[src/rtl/core/assert_macros.svh]
// ----------------------------------------------------------------------------
// assert_macros.svh
// Concurrent assertion helpers clocked on aclk, reset by aresetn.
// ----------------------------------------------------------------------------
`ifndef ASSERT_MACROS_SVH
`define ASSERT_MACROS_SVH

// Checked only while out of reset.
`define GRC_ASSERT(lbl, prop, msg) \
    lbl: assert property (@(posedge aclk) disable iff (!aresetn) prop) else $error(msg);

// Checked on every edge, reset included.
`define GRC_ASSERT_ALWAYS(lbl, prop, msg) \
    lbl: assert property (@(posedge aclk) prop) else $error(msg);

`endif

[src/rtl/core/grc_pkg.sv]
// ----------------------------------------------------------------------------
// grc_pkg
// Shared types and constants of the grid ray caster column block.
// ----------------------------------------------------------------------------
package grc_pkg;

    localparam int CFG_W      = 21;
    localparam int CFG_IDX_W  = 3;
    localparam int RAY_W      = 33;
    localparam int S_TDATA_W  = 32;
    localparam int M_TDATA_W  = 64;
    localparam int SPAN_MAX   = 4095;

    // Register indexes
    localparam logic [CFG_IDX_W-1:0] REG_POS_X   = 3'd0;
    localparam logic [CFG_IDX_W-1:0] REG_POS_Y   = 3'd1;
    localparam logic [CFG_IDX_W-1:0] REG_DIR_X   = 3'd2;
    localparam logic [CFG_IDX_W-1:0] REG_DIR_Y   = 3'd3;
    localparam logic [CFG_IDX_W-1:0] REG_PLANE_X = 3'd4;
    localparam logic [CFG_IDX_W-1:0] REG_PLANE_Y = 3'd5;
    localparam logic [CFG_IDX_W-1:0] REG_SCR_W   = 3'd6;
    localparam logic [CFG_IDX_W-1:0] REG_SCR_H   = 3'd7;

    // Register reset values
    localparam logic [20:0]        RST_POS_X   = 21'd786432;
    localparam logic [20:0]        RST_POS_Y   = 21'd327680;
    localparam logic signed [18:0] RST_DIR_X   = -19'sd65536;
    localparam logic signed [18:0] RST_DIR_Y   = 19'sd0;
    localparam logic signed [18:0] RST_PLANE_X = 19'sd0;
    localparam logic signed [18:0] RST_PLANE_Y = 19'sd43254;
    localparam logic [12:0]        RST_SCR_W   = 13'd640;
    localparam logic [12:0]        RST_SCR_H   = 13'd480;

    // Input operation codes
    localparam logic OPC_WRITE = 1'b0;
    localparam logic OPC_CAST  = 1'b1;

    // Wall codes and colours
    localparam logic [2:0]  CODE_RED   = 3'd1;
    localparam logic [2:0]  CODE_GREEN = 3'd2;
    localparam logic [2:0]  CODE_BLUE  = 3'd3;
    localparam logic [2:0]  CODE_WHITE = 3'd4;
    localparam logic [23:0] COL_RED    = 24'hFF0000;
    localparam logic [23:0] COL_GREEN  = 24'h00FF00;
    localparam logic [23:0] COL_BLUE   = 24'h0000FF;
    localparam logic [23:0] COL_WHITE  = 24'hFFFFFF;
    localparam logic [23:0] COL_YELLOW = 24'hFFFF00;

    typedef enum logic [4:0] {
        OP_NONE,
        OP_CLEAR,
        OP_CAM_DIV,
        OP_CAM_SET,
        OP_RAY_MUL,
        OP_RAY_SET,
        OP_DX_DIV,
        OP_DX_SET,
        OP_DY_DIV,
        OP_DY_SET,
        OP_SIDE_MUL,
        OP_SIDE_SET,
        OP_STEP,
        OP_TEST,
        OP_PERP_DIV,
        OP_PERP_SET,
        OP_LH_DIV,
        OP_LH_SET,
        OP_OUT
    } dp_op_t;

    typedef struct packed {
        dp_op_t op;
    } grc_cmd_t;

    typedef struct packed {
        logic div_done;
        logic clear_last;
        logic test_hit;
        logic walk_last;
    } grc_stat_t;

    function automatic logic [23:0] wall_rgb(input logic [2:0] code);
        logic [23:0] c;
        unique case (code)
            CODE_RED:   c = COL_RED;
            CODE_GREEN: c = COL_GREEN;
            CODE_BLUE:  c = COL_BLUE;
            CODE_WHITE: c = COL_WHITE;
            default:    c = COL_YELLOW;
        endcase
        return c;
    endfunction

endpackage

[src/rtl/core/grc_ctrl.sv]
// ----------------------------------------------------------------------------
// grc_ctrl
// Sequencer for map clearing, map writes and column casts.
// ----------------------------------------------------------------------------
module grc_ctrl (
    input  logic               aclk,
    input  logic               aresetn,
    input  logic               in_accept,
    input  logic               in_op,
    output logic               in_ready,
    output logic               out_valid,
    input  logic               out_ready,
    output grc_pkg::grc_cmd_t  cmd,
    input  grc_pkg::grc_stat_t stat
);
    import grc_pkg::*;

    typedef enum logic [4:0] {
        S_CLEAR, S_IDLE, S_CAM_DIV, S_CAM_WAIT, S_RAY_MUL, S_RAY_SET,
        S_DX_DIV, S_DX_WAIT, S_DY_DIV, S_DY_WAIT, S_SIDE_MUL, S_SIDE_SET,
        S_STEP, S_TEST, S_PERP_DIV, S_PERP_WAIT, S_LH_DIV, S_LH_WAIT, S_OUT
    } state_t;

    state_t state_reg, state_next;
    logic   out_valid_reg, out_valid_next;
    dp_op_t op;

    always_comb begin
        state_next     = state_reg;
        op             = OP_NONE;
        out_valid_next = out_valid_reg && !out_ready;
        unique case (state_reg)
            S_CLEAR: begin
                op = OP_CLEAR;
                if (stat.clear_last) state_next = S_IDLE;
            end
            S_IDLE: begin
                if (in_accept && (in_op == OPC_CAST)) state_next = S_CAM_DIV;
            end
            S_CAM_DIV: begin
                op         = OP_CAM_DIV;
                state_next = S_CAM_WAIT;
            end
            S_CAM_WAIT: begin
                if (stat.div_done) begin
                    op         = OP_CAM_SET;
                    state_next = S_RAY_MUL;
                end
            end
            S_RAY_MUL: begin
                op         = OP_RAY_MUL;
                state_next = S_RAY_SET;
            end
            S_RAY_SET: begin
                op         = OP_RAY_SET;
                state_next = S_DX_DIV;
            end
            S_DX_DIV: begin
                op         = OP_DX_DIV;
                state_next = S_DX_WAIT;
            end
            S_DX_WAIT: begin
                if (stat.div_done) begin
                    op         = OP_DX_SET;
                    state_next = S_DY_DIV;
                end
            end
            S_DY_DIV: begin
                op         = OP_DY_DIV;
                state_next = S_DY_WAIT;
            end
            S_DY_WAIT: begin
                if (stat.div_done) begin
                    op         = OP_DY_SET;
                    state_next = S_SIDE_MUL;
                end
            end
            S_SIDE_MUL: begin
                op         = OP_SIDE_MUL;
                state_next = S_SIDE_SET;
            end
            S_SIDE_SET: begin
                op         = OP_SIDE_SET;
                state_next = S_STEP;
            end
            S_STEP: begin
                op         = OP_STEP;
                state_next = S_TEST;
            end
            S_TEST: begin
                op         = OP_TEST;
                state_next = (stat.test_hit || stat.walk_last) ? S_PERP_DIV : S_STEP;
            end
            S_PERP_DIV: begin
                op         = OP_PERP_DIV;
                state_next = S_PERP_WAIT;
            end
            S_PERP_WAIT: begin
                if (stat.div_done) begin
                    op         = OP_PERP_SET;
                    state_next = S_LH_DIV;
                end
            end
            S_LH_DIV: begin
                op         = OP_LH_DIV;
                state_next = S_LH_WAIT;
            end
            S_LH_WAIT: begin
                if (stat.div_done) begin
                    op         = OP_LH_SET;
                    state_next = S_OUT;
                end
            end
            S_OUT: begin
                // load the output register once the previous result has gone
                if (!out_valid_reg || out_ready) begin
                    op             = OP_OUT;
                    out_valid_next = 1'b1;
                    state_next     = S_IDLE;
                end
            end
            default: begin
                state_next = S_IDLE;
            end
        endcase
    end

    always_ff @(posedge aclk) begin
        if (!aresetn) begin
            state_reg     <= S_CLEAR;
            out_valid_reg <= 1'b0;
        end else begin
            state_reg     <= state_next;
            out_valid_reg <= out_valid_next;
        end
    end

    assign in_ready  = state_reg == S_IDLE;
    assign out_valid = out_valid_reg;
    assign cmd.op    = op;

endmodule

[config.mk]
export PLATFORM = sky130hd
export DESIGN_NAME = grc_ctrl
export DESIGN_NICKNAME = d
export VERILOG_FILES = /design/src/rtl/core/assert_macros.svh /design/src/rtl/core/grc_pkg.sv /design/src/rtl/core/grc_ctrl.sv
export SDC_FILE = /design/constraint.sdc
export NUM_CORES = 1
export LEC_CHECK = 0
export BUFFER_PORTS_ARGS = -buffer_cell sky130_fd_sc_hd__buf_4
export CAP_MARGIN = 20
export CORE_MARGIN = 5
export CORE_UTILIZATION = 30
export DETAILED_ROUTE_END_ITERATION = 12
export HOLD_SLACK_MARGIN = 0.15
export PLACE_DENSITY = 0.53
export REMOVE_ABC_BUFFERS = 1
export SETUP_SLACK_MARGIN = 0.4
export SYNTH_ARGS = -nofsm -noshare
export SYNTH_HDL_FRONTEND = slang
export SYNTH_SLANG_ARGS = --single-unit
[constraint.sdc]
create_clock -name aclk -period 1.95 [get_ports aclk]
set_input_delay 0.0975 -clock aclk [delete_from_list [all_inputs] [get_ports aclk]]
set_output_delay 0.0975 -clock aclk [all_outputs]
set_load 0.1 [all_outputs]
==> out/metrics.cfg <==
[status]
outcome = completed

[global_routing]
grt_usage = 0.142
grt_overflow = 0
top_usage_layer = met2
grt_use_met2 = 0.226
met3_usage = 0.0416
use_met1 = 0.166
antenna_found_initial = 0
grt_start_max_net_pins = 17
grt_pass1_wl_um = 2900
grt_pass1_vias = 658

[clocking]
clock-root-buffer = clkbuf_4
htree_levels = 1
clock_sinks = 6
clock_path_buffers = 2
cts_buffers = 3
insertion_delay_ns = 0.24
cts_tree = built
path_clk_slew_ns = 0.05
holdBufCountCts = 0

[logic_synthesis]
synth_edf_count = 0
synthArstFlopShare = 0
ys_types = 32
ys.flop_type = dfxtp_1
ys_ff_latch = 6
synthesis.area_um2 = 574
ys_warn_count = 0
netlist_instances = 81
syn_avg_cell_area_um2 = 7.09
yosysSeqAreaShare = 0.209

[floorplanning]
die_y_um = 53.8
pin_count = 16
die_width_um = 53.8
start_util = 0.326
rows = 15
core_area_um2 = 1760
dieArea_um2 = 2890

[worst_setup_path]
worstPathRequired_ns = 2.10
startpoint_type = flop
crit_type = reg -> reg
crit_chain = or3_4 > o31a_1 > and2_4 > a311oi_2
critPathCaptureType = flop
reg2reg_depth = 4
cp_max_fo = 7
cp.arrival_ns = 1.73
cp_slowest_cell = or3_4
slowest_delay_ns = 0.39

[timing]
finalCritPeriodShare = 0.812
tightest_slew_ns = 0.335
clock_skew_ns = 0.00154
hold_violations = 0
fin_setup_tns_ns = 0
period_minus_slack_ns = 1.58
slew_viol_final = 0
rsz0062_at_grt = yes
max-slew-margin-rel = 0.776
setup_violations = 0
clock.fmax_ghz = 0.632

[final_layout]
diodes = 0
syn2layout_area_growth_pct = 69.3
nNetsFinal = 118
fin_cells = 132
largest_register_ffs = 5
drive_gt1_frac = 0.533
stdcell_area_um2 = 972

[pwr]
p_sw_frac = 0.476
ir_drop_mv = 0.420
p_leak_nw = 0.383
share_seq_of_total_power = 0.191
p_per_area_nw_per_um2 = 924
p_int_mw = 0.470
comb_power_share = 0.682
switchingPower_mw = 0.428
p_clk_frac = 0.126

[route]
dr.pass1.iters = 4
num_vias = 717
vias_per_cell = 5.43
drc = 0
drtAntennaViolNets = 0
wl_per_cell_um = 14.2
drtIter0Drc = 21
wl_um = 1880

[placement]
io_buffers = 15
place_congestion = 0.839
placed_cell_area_um2 = 708
dp.cells = 117
hpwlAfterDp_um = 1140

[worst_hold_path]
hold_depth = 3
hp-class = in -> reg

[job]
cap_violations = 0

## worst paths after layout
| path | start | endpoint | slack, ns |
|---|---|---|---|
| min reg2reg | out_valid | out_valid | 0.51 |
| min | out_ready | out_valid | 0.17 |
| max reg2reg | state_reg[3] | state_reg[4] | 0.37 |
| max | state_reg[3] | state_reg[4] | 0.37 |
## synthesized netlist by cell type (all sizes together) (2+ instances only)
library cell | count | area [um^2]
a21oi | 8 | 40.0
nor2b | 4 | 25.0
inv | 3 | 11.3
nand3 | 4 | 20.0
clkbuf | 4 | 15.0
buf | 2 | 10.0
a31oi | 3 | 18.8
nor4 | 3 | 18.8
dfxtp | 6 | 120
nand2b | 4 | 25.0
nand2 | 7 | 26.3
o21ai | 4 | 20.0
a311oi | 2 | 23.8
nor2 | 9 | 33.8
o311ai | 2 | 32.5
and2 | 2 | 15.0
## cells in the final DEF (no fill, tap or decap), types with 2 or more instances in the layout
| cell type | instances |
|---|---|
| inv_2 | 2 |
| nand2_1 | 7 |
| nor2b_1 | 3 |
| nand2b_1 | 4 |
| buf_4 | 18 |
| a21oi_2 | 2 |
| dfxtp_4 | 3 |
| and2_4 | 2 |
| clkbuf_4 | 3 |
| o311ai_2 | 2 |
| nor4_1 | 2 |
| nor2_1 | 8 |
| a31oi_1 | 3 |
| buf_12 | 3 |
| buf_6 | 7 |
| a21oi_1 | 5 |
| o21ai_1 | 2 |
| dfxtp_2 | 2 |
| nand3_1 | 4 |
## what timing repair did
item / 4_1_cts / 5_1_grt
setup buffers: 9 / 2
gates resized for setup: 24 / 22
setup endpoints to repair: 10 / 10
pin swaps: 6 / 6
cloned: 0 / 1
## power by group through the flow
stage / Sequential [mW] / Clock (mW) / Combinational [mW]
floorplan: 0.170 / 0 / 0.325
global placement: 0.167 / 0 / 0.423
detailed placement: 0.167 / 0 / 0.427
CTS: 0.165 / 0.116 / 0.532
global route: 0.177 / 0.133 / 0.642
finish: 0.172 / 0.113 / 0.613
## cell families after synthesis
logic type,Yosys count,share of synthesized area
buffers and inverters,9,0.0632
flip-flops,6,0.209
XOR/XNOR,1,0.0153
AND/OR/NAND/NOR,40,0.381
AO/OA/AOI/OAI,25,0.331
## cell type report
type | count | area, um^2
Clock buffer | 3 | 22.5
Fill cell | 185 | 792
Inverter | 3 | 11.3
Multi-Input combinational cell | 66 | 484
Sequential cell | 6 | 134
Tap cell | 25 | 31.3
Timing Repair Buffer | 29 | 289
## worst max-delay path, delay by kind of cell (launching register included)
| kind | cells | cell delay, ns |
|---|---|---|
| AO/OA/AOI/OAI | 2 | 0.56 |
| flip-flops | 1 | 0.36 |
| AND/OR/NAND/NOR | 2 | 0.58 |
## per-layer routing
layer | vias to the layer above | wire (um) | share of wire
li1 | 355 | - | -
met1 | 329 | 802 | 0.43
met2 | 26 | 910 | 0.49
met3 | 7 | 120 | 0.064
met4 | 0 | 43 | 0.023
met5 | - | 0 | 0
## through the flow
stage	hold slack [ns]	utilization	setup WS (ns)	total power, mW
after floorplan	0.298	-	-1.11	0.495
after global placement	0.412	0.401	0.269	0.590
after detailed placement	0.414	0.401	0.213	0.594
after CTS	0.162	0.492	0.385	0.813
after global routing	0.170	0.551	0.296	0.952
final	0.165	0.551	0.367	0.898
(Power assumes the default switching activity.)
